==> src/scan_point_to_cartesian_assert.svh <==
// Assertion macros used by the scan point conversion top level
`ifndef SCAN_POINT_TO_CARTESIAN_ASSERT_SVH
`define SCAN_POINT_TO_CARTESIAN_ASSERT_SVH

// Same-cycle implication, sampled on clk, off while arst_n is low
`define STP_ASSERT_NOW(label, ante, cons, msg) \
	label: assert property (@(posedge clk) disable iff (!arst_n) (ante) |-> (cons)) \
		else $error(msg);

// Next-cycle implication, sampled on clk, off while arst_n is low
`define STP_ASSERT_NEXT(label, ante, cons, msg) \
	label: assert property (@(posedge clk) disable iff (!arst_n) (ante) |=> (cons)) \
		else $error(msg);

`endif

==> src/stp_pkg.sv <==
// Types, constants and helper functions for the scan point conversion block
package stp_pkg;

	localparam int ANGLE_BITS_DEF    = 16;
	localparam int DISTANCE_BITS_DEF = 16;

	localparam int PHASE_W     = 32;
	localparam int CORDIC_W    = 32;
	localparam int CORDIC_ITER = 16;
	localparam int ITER_IDX_W  = $clog2(CORDIC_ITER);
	localparam int TRIG_W      = 16;
	localparam int CFG_W       = 16;
	localparam int CFG_IDX_W   = 2;
	localparam int OUT_W       = 18;

	localparam int OUT_MAX  = 131071;
	localparam int OUT_MIN  = -131072;
	localparam int TRIG_MAX = 32767;
	localparam int ROUND_HALF = 16384;
	localparam int FRAC_BITS  = 15;

	// two rotations per stage, then a rounding stage
	localparam int CORDIC_LAT = CORDIC_ITER / 2 + 1;
	localparam int CALC_LAT   = 4;
	localparam int LAT        = CORDIC_LAT + CALC_LAT;

	localparam logic signed [CORDIC_W-1:0] CORDIC_GAIN = 32'sh26DD3B6A;

	// atan(2^-i) as a fraction of a turn, scaled by 2^32
	localparam logic signed [CORDIC_W-1:0] ATAN_TURN [CORDIC_ITER] = '{
		32'sh20000000, 32'sh12E4051D, 32'sh09FB385B, 32'sh051111D4,
		32'sh028B0D43, 32'sh0145D7E1, 32'sh00A2F61E, 32'sh00517C55,
		32'sh0028BE53, 32'sh00145F2E, 32'sh000A2F98, 32'sh000517CC,
		32'sh00028BE6, 32'sh000145F3, 32'sh0000A2F9, 32'sh0000517C
	};

	typedef enum logic [CFG_IDX_W-1:0] {
		CFG_HORIZONTAL_OFFSET = 2'd0,
		CFG_HEIGHT_OFFSET     = 2'd1
	} cfg_reg_t;

	typedef struct packed {
		logic signed [CORDIC_W-1:0] x;
		logic signed [CORDIC_W-1:0] y;
		logic signed [CORDIC_W-1:0] z;
	} cordic_vec_t;

	typedef struct packed {
		logic signed [TRIG_W-1:0] c;
		logic signed [TRIG_W-1:0] s;
	} trig_t;

	// one CORDIC rotation; >>> is a floor shift on signed values
	function automatic cordic_vec_t cordic_rot(cordic_vec_t v, logic [ITER_IDX_W-1:0] i);
		cordic_vec_t r;
		logic signed [CORDIC_W-1:0] dx;
		logic signed [CORDIC_W-1:0] dy;
		dx = v.y >>> i;
		dy = v.x >>> i;
		if (!v.z[CORDIC_W-1]) begin
			r.x = v.x - dx;
			r.y = v.y + dy;
			r.z = v.z - ATAN_TURN[i];
		end else begin
			r.x = v.x + dx;
			r.y = v.y - dy;
			r.z = v.z + ATAN_TURN[i];
		end
		return r;
	endfunction

	// Q2.30 to Q1.15, round half up, clamp to +-TRIG_MAX
	function automatic logic signed [TRIG_W-1:0] round_clamp(logic signed [CORDIC_W-1:0] v);
		logic signed [CORDIC_W:0] t;
		t = ((CORDIC_W+1)'(v) + (CORDIC_W+1)'(ROUND_HALF)) >>> FRAC_BITS;
		if (t > (CORDIC_W+1)'(TRIG_MAX))
			return TRIG_W'(TRIG_MAX);
		else if (t < -(CORDIC_W+1)'(TRIG_MAX))
			return -TRIG_W'(TRIG_MAX);
		else
			return t[TRIG_W-1:0];
	endfunction

endpackage

==> src/stp_cordic.sv <==
// Pipelined CORDIC giving Q1.15 cosine and sine of a fractional-turn angle
module stp_cordic #(
	parameter int ANGLE_BITS = stp_pkg::ANGLE_BITS_DEF
) (
	input  logic                  clk,
	input  logic                  en,
	input  logic [ANGLE_BITS-1:0] angle,
	output stp_pkg::trig_t        trig
);

	localparam int STAGES = stp_pkg::CORDIC_ITER / 2;

	logic [stp_pkg::PHASE_W-1:0] phase;
	stp_pkg::cordic_vec_t        vec_in;
	stp_pkg::cordic_vec_t        vec_s  [STAGES];
	logic [1:0]                  quad_s [STAGES];
	stp_pkg::trig_t              trig_s9;
	logic signed [stp_pkg::TRIG_W-1:0] c_r;
	logic signed [stp_pkg::TRIG_W-1:0] s_r;

	assign phase    = {angle, {(stp_pkg::PHASE_W-ANGLE_BITS){1'b0}}};
	assign vec_in.x = stp_pkg::CORDIC_GAIN;
	assign vec_in.y = '0;
	assign vec_in.z = {2'b00, phase[stp_pkg::PHASE_W-3:0]};

	for (genvar k = 0; k < STAGES; k++) begin : g_stage
		stp_pkg::cordic_vec_t src;
		stp_pkg::cordic_vec_t mid;
		stp_pkg::cordic_vec_t nxt;
		logic [1:0]           quad_src;

		if (k == 0) begin : g_first
			assign src      = vec_in;
			assign quad_src = phase[stp_pkg::PHASE_W-1 -: 2];
		end else begin : g_rest
			assign src      = vec_s[k-1];
			assign quad_src = quad_s[k-1];
		end

		always_comb begin
			mid = stp_pkg::cordic_rot(src, stp_pkg::ITER_IDX_W'(2 * k));
			nxt = stp_pkg::cordic_rot(mid, stp_pkg::ITER_IDX_W'(2 * k + 1));
		end

		always_ff @(posedge clk) begin
			if (en) begin
				vec_s[k]  <= nxt;
				quad_s[k] <= quad_src;
			end
		end
	end

	assign c_r = stp_pkg::round_clamp(vec_s[STAGES-1].x);
	assign s_r = stp_pkg::round_clamp(vec_s[STAGES-1].y);

	// fold the first-quadrant result out to the full turn
	always_ff @(posedge clk) begin
		if (en) begin
			unique case (quad_s[STAGES-1])
				2'd0: begin
					trig_s9.c <= c_r;
					trig_s9.s <= s_r;
				end
				2'd1: begin
					trig_s9.c <= -s_r;
					trig_s9.s <= c_r;
				end
				2'd2: begin
					trig_s9.c <= -c_r;
					trig_s9.s <= -s_r;
				end
				2'd3: begin
					trig_s9.c <= s_r;
					trig_s9.s <= -c_r;
				end
			endcase
		end
	end

	assign trig = trig_s9;

endmodule

==> config.mk <==
export PLATFORM = sky130hd
export DESIGN_NAME = stp_cordic
export DESIGN_NICKNAME = d
export VERILOG_FILES = /design/src/scan_point_to_cartesian_assert.svh /design/src/stp_pkg.sv /design/src/stp_cordic.sv
export SDC_FILE = /design/constraint.sdc
export NUM_CORES = 2
export LEC_CHECK = 0
export BUFFER_PORTS_ARGS = -buffer_cell sky130_fd_sc_hd__buf_4
export CAP_MARGIN = 20
export CORE_MARGIN = 2
export CORE_UTILIZATION = 45
export CTS_CLUSTER_DIAMETER = 30
export DETAILED_ROUTE_END_ITERATION = 16
export GPL_ROUTABILITY_DRIVEN = 0
export PLACE_DENSITY_LB_ADDON = 0.1
export RECOVER_POWER = 100
export SLEW_MARGIN = 0
export SYNTH_ARGS = -nofsm -noshare
export SYNTH_HDL_FRONTEND = slang
export SYNTH_SLANG_ARGS = --single-unit
==> constraint.sdc <==
create_clock -name clk -period 21.1 [get_ports clk]
set_input_delay 1.055 -clock clk [delete_from_list [all_inputs] [get_ports clk]]
set_output_delay 1.055 -clock clk [all_outputs]
set_load 0.01 [all_outputs]
### Word level (Yosys, flattened, before mapping)

Memory sizes are Yosys's and may differ from the RTL's.
Cells that the tools add are included.

* register bits after elaboration: 32
* bits in writable memories: 784
* bits of input ports: 18
* output and inout bits: 32
* word-level logic and storage cells: 125
* memories: 2

* add/sub/neg operators: 91
* magnitude comparators: 4
* equality and inequality tests: 3
* mux-type cells: 22
* reduce and logical (&&, ||, !) cells: 1

Memory list
* vec_s: words 8, width 96, read ports 8, clocked after Yosys merged registers in 0, wr ports 8, RTL line stp_cordic.sv:15 `stp_pkg::cordic_vec_t vec_s [STAGES];`
* quad_s: words 8, width 2, read ports 8, clocked after Yosys merged registers in 0, wr ports 8, RTL line stp_cordic.sv:16 `logic [1:0] quad_s [STAGES];`

Operators with widths (count)
* $mux W96: 14
* $pmux W32 S4: 1
* $mux W94: 1
* $add A32 B16 Y33 const B: 2
* $add A32 B17 Y32: 2
* $add A32 B18 Y32: 2
* $add A32 B19 Y32: 2
* $add A32 B20 Y32: 2
* $add A32 B21 Y32: 2
* $add A32 B22 Y32: 2
* $add A32 B23 Y32: 2
* $add A32 B24 Y32: 2
* $add A32 B25 Y32: 2
* $add A32 B26 Y32: 2
* $add A32 B27 Y32: 2
* $add A32 B28 Y32: 2
* $add A32 B29 Y32: 2
* $add A32 B30 Y32: 2
* $mux W16: 4
* $sub A32 B17 Y32: 2
* $sub A32 B18 Y32: 2
* $sub A32 B19 Y32: 2
* $sub A32 B20 Y32: 2
* $sub A32 B21 Y32: 2
* 47 further kinds: 61

### Depth between registers and ports, before layout

An unclocked memory read counts as a cell.

* depth after elaboration: 7
* depth in mapped cells: 36
* gate-level depth less buffers: 35

### Worst setup path after synthesis

No wires, ideal clock.

* path kind: reg-to-reg
* start point: memory vec_s[0][319] in the netlist's numbering
* end point: memory vec_s[1][63] in the netlist's numbering, data pin
* setup time: 0.261 ns
* arrival time: 7.566 ns
* setup slack: 13.273 ns
* stages on the path, launching flop included: 31
* buffers on the path: 1
* period minus slack after synthesis: 7.827 ns
* cells stage by stage: edfxtp_1 -> clkbuf_1 -> inv_1 -> o21ai_0 -> xnor2_1 -> ha_1 -> o21a_1 -> and4_1 -> a211oi_1 -> o21ai_1 -> xor2_1 -> nand2b_1 -> or4_1 -> nor3_1 -> or3b_1 -> or3_1 -> nand2_1 -> xor2_1 -> ha_1 -> a21o_1 -> a21o_1 -> a21o_1 -> a21oi_1 -> nor2b_1 -> o21ai_0 -> o21ai_0 -> a2111oi_0 -> o311ai_0 -> o41ai_1 -> o21ai_0 -> xnor2_1

RTL lines (RTL line)
* from (decl): stp_cordic.sv:15

==> impl_metrics.tcl <==
set metrics [dict create \
    status "finished with violations" \
    failed_checks "capacitance limit, slew limit" \
    use_met1_pct 31.03 \
    root_buffer "clkbuf_16" \
    syn_inst 11239 \
    initial_core_util_pct 45.17 \
    tns_ns 0 \
    synth.top_cell.area_share_pct 21.64 \
    r2r_cells 33 \
    rsz0062_at_grt "no" \
    period_share_pct 66.20 \
    hold_violations 0 \
    grt_max_degree 161 \
    slew_headroom_pct -454.8 \
    yosys_register_bits 672 \
    synth-edff-count 672 \
    synthTopCellsByArea "edfxtp_1 (22%), ha_1 (17%), xnor2_1 (10%)" \
    clock_path_buffers 3 \
    clk_pin_slew_ns 0.05 \
    grt_util_all_layers_pct 25.28 \
    ys_async_sr_fraction_pct 0 \
    fin_ws_ns 7.131 \
    final_util_pct 49.61 \
    die_area_um2 210900 \
    drive_above_1_share_pct 4.425 \
    rows 167 \
    dp_slack_ns 11.67 \
    ant_nets 0 \
    grt_overflow_total 0 \
    syn_avg_cell_area_um2 8.297 \
    syn_nets 12587 \
    hold_depth 0 \
    layout_commonest_cell "ha_1" \
    drt_wl_total_um 274900 \
    drcViolationCount 0 \
    crit_path_max_incr_delay_ns 2.16 \
    viasPerCell 5.908 \
    dp_hpwl_um 224000 \
    placedCellCount 13837 \
    synth_area_um2 93250 \
    ys_types 98 \
    post_cts_buffers 0 \
    finalSetupViolCount 0 \
    core_um2 206400 \
    path_max_fanout 60 \
    cts_buffers 172 \
    crit_buf_inv 6 \
    drv_cap 25 \
    fin_nets 12660 \
    synth_ff_type "edfxtp_1" \
    slew_violations 1466 \
    critical-path-top-delay-family "buffers and inverters" \
    met3_usage_pct 2.809 \
    grt_use_met2_pct 44.97 \
    arrival_ns 14.50 \
    cts_sinks 672 \
    ys_warn_count 0 \
    seq_area_frac_synth_pct 21.64 \
    worstSkewPairLatency_ns 0.80 \
    busiest_layer "met2" \
    cts_tree "built" \
    die_w_um 459.2 \
    min_path_type "reg2reg" \
    routedWlPerCell_um 19.41 \
    tightestPinTransition_ns 8.322 \
    final_cells 14164 \
    fmax_ghz 0.07159 \
    crit_top_cell "a21oi_1" \
    cts_resized 0 \
    vias 83684 \
    layout_common_cells "ha_1 (1296), a21oi_1 (1197), xnor2_1 (1091)" \
    worstSetupPathType "reg2reg" \
    antenna_found_initial 1 \
    io_pins 50 \
    numPortBuffers 49 \
    crit_path_end_kind "flop" \
    start_kind "flop" \
    grt_pass1_wl_um 433400 \
    fin_worst_skew_ns 0.05567 \
    drt-initial-drc-count 6021 \
    crit_required_ns 21.63 \
    die_h_um 459.2 \
    synth_top_area_cell "edfxtp_1" \
    first_pass_iters 8 \
    period_minus_slack_ns 13.97 \
    cp_slowest_cell "clkbuf_1" \
    grt_pass1_vias 80118 \
    syn_to_final_growth_pct 9.829 \
    cp.depth 33 \
    cts_max_level 4 \
    cts_hold_buf 0 \
]
synth_stat cells (all sizes together) (24+ instances only):
cell	number
a211o	36
a211oi	117
a21boi	55
a21o	450
a21oi	1198
a31o	40
a31oi	129
a41oi	24
and2	85
and3	93
and4	33
buf	28
clkbuf	183
edfxtp	672
fa	34
ha	1296
inv	550
mux2	40
mux2i	53
nand2	716
nand2b	170
nand3	201
nand4	91
nor2	1030
nor2b	157
nor3	296
nor4	73
o2111ai	28
o211ai	66
o21a	204
o21ai	680
o21bai	132
o22ai	24
o31a	33
o31ai	106
o41ai	31
or2	60
or3	74
or4	30
xnor2	1093
xor2	499
cells by family after synthesis:
logic type / count (synthesis) / synth area share [%]
buf+inv: 767 / 3.089
xor+xnor: 1594 / 15.01
simple gates: 3204 / 16.52
mux: 109 / 1.438
compound gates: 3563 / 24.18
flops: 672 / 21.64
fa+ha+maj: 1330 / 18.12
layout make-up:
cell class	count	area [um2]
Fill cell	19702	104000
Multi-Input combinational cell	9800	70230
Sequential cell	672	20180
Clock buffer	194	4408
Tap cell	2704	3383
Inverter	556	2087
Clock inverter	126	1545
Timing Repair Buffer	110	578.1
Antenna cell	2	5.005
worst paths after layout:
kind,end,startpoint,slack (ns)
hold / removal,quad_s[1][6],quad_s[1][4],0.40
setup reg to reg,vec_s[1][190],vec_s[1][31],7.13
setup / recovery,vec_s[1][190],vec_s[1][31],7.13
hold reg to reg,quad_s[1][6],quad_s[1][4],0.40
state kept, by name, indices dropped and copies added, names as in the netlist:
register  cells
quad_s       16
trig         32
vec_s       624
through the flow:
step	hold slack, ns	instance area (um2)
after global placement	0.4018	96690
final	0.4007	102400
after CTS	0.3899	102600
after floorplan	0.4003	93250
after global routing	0.4064	102400
after detailed placement	0.4045	96690
routing by layer:
layer | vias to the layer above | share of wire (%)
met1 | 39557 | 43
met2 | 2017 | 49
met4 | 0 | 4.1
li1 | 41632 | -
met5 | - | 0
met3 | 478 | 4.2
worst register-to-register path, delay by kind of cell, from the launching register on:
kind,cells,cell delay (ns)
xor gates and xnor gates,2,0.35
AOI/OAI and AO/OA,17,4.06
buffers and inverters,6,7.22
and+or+nand+nor,6,0.97
DFF,1,0.31
adders and majority gates,2,0.80
Power is not shown: default switching activity piles up to over one toggle a cycle in this logic, so the estimate is an artifact.
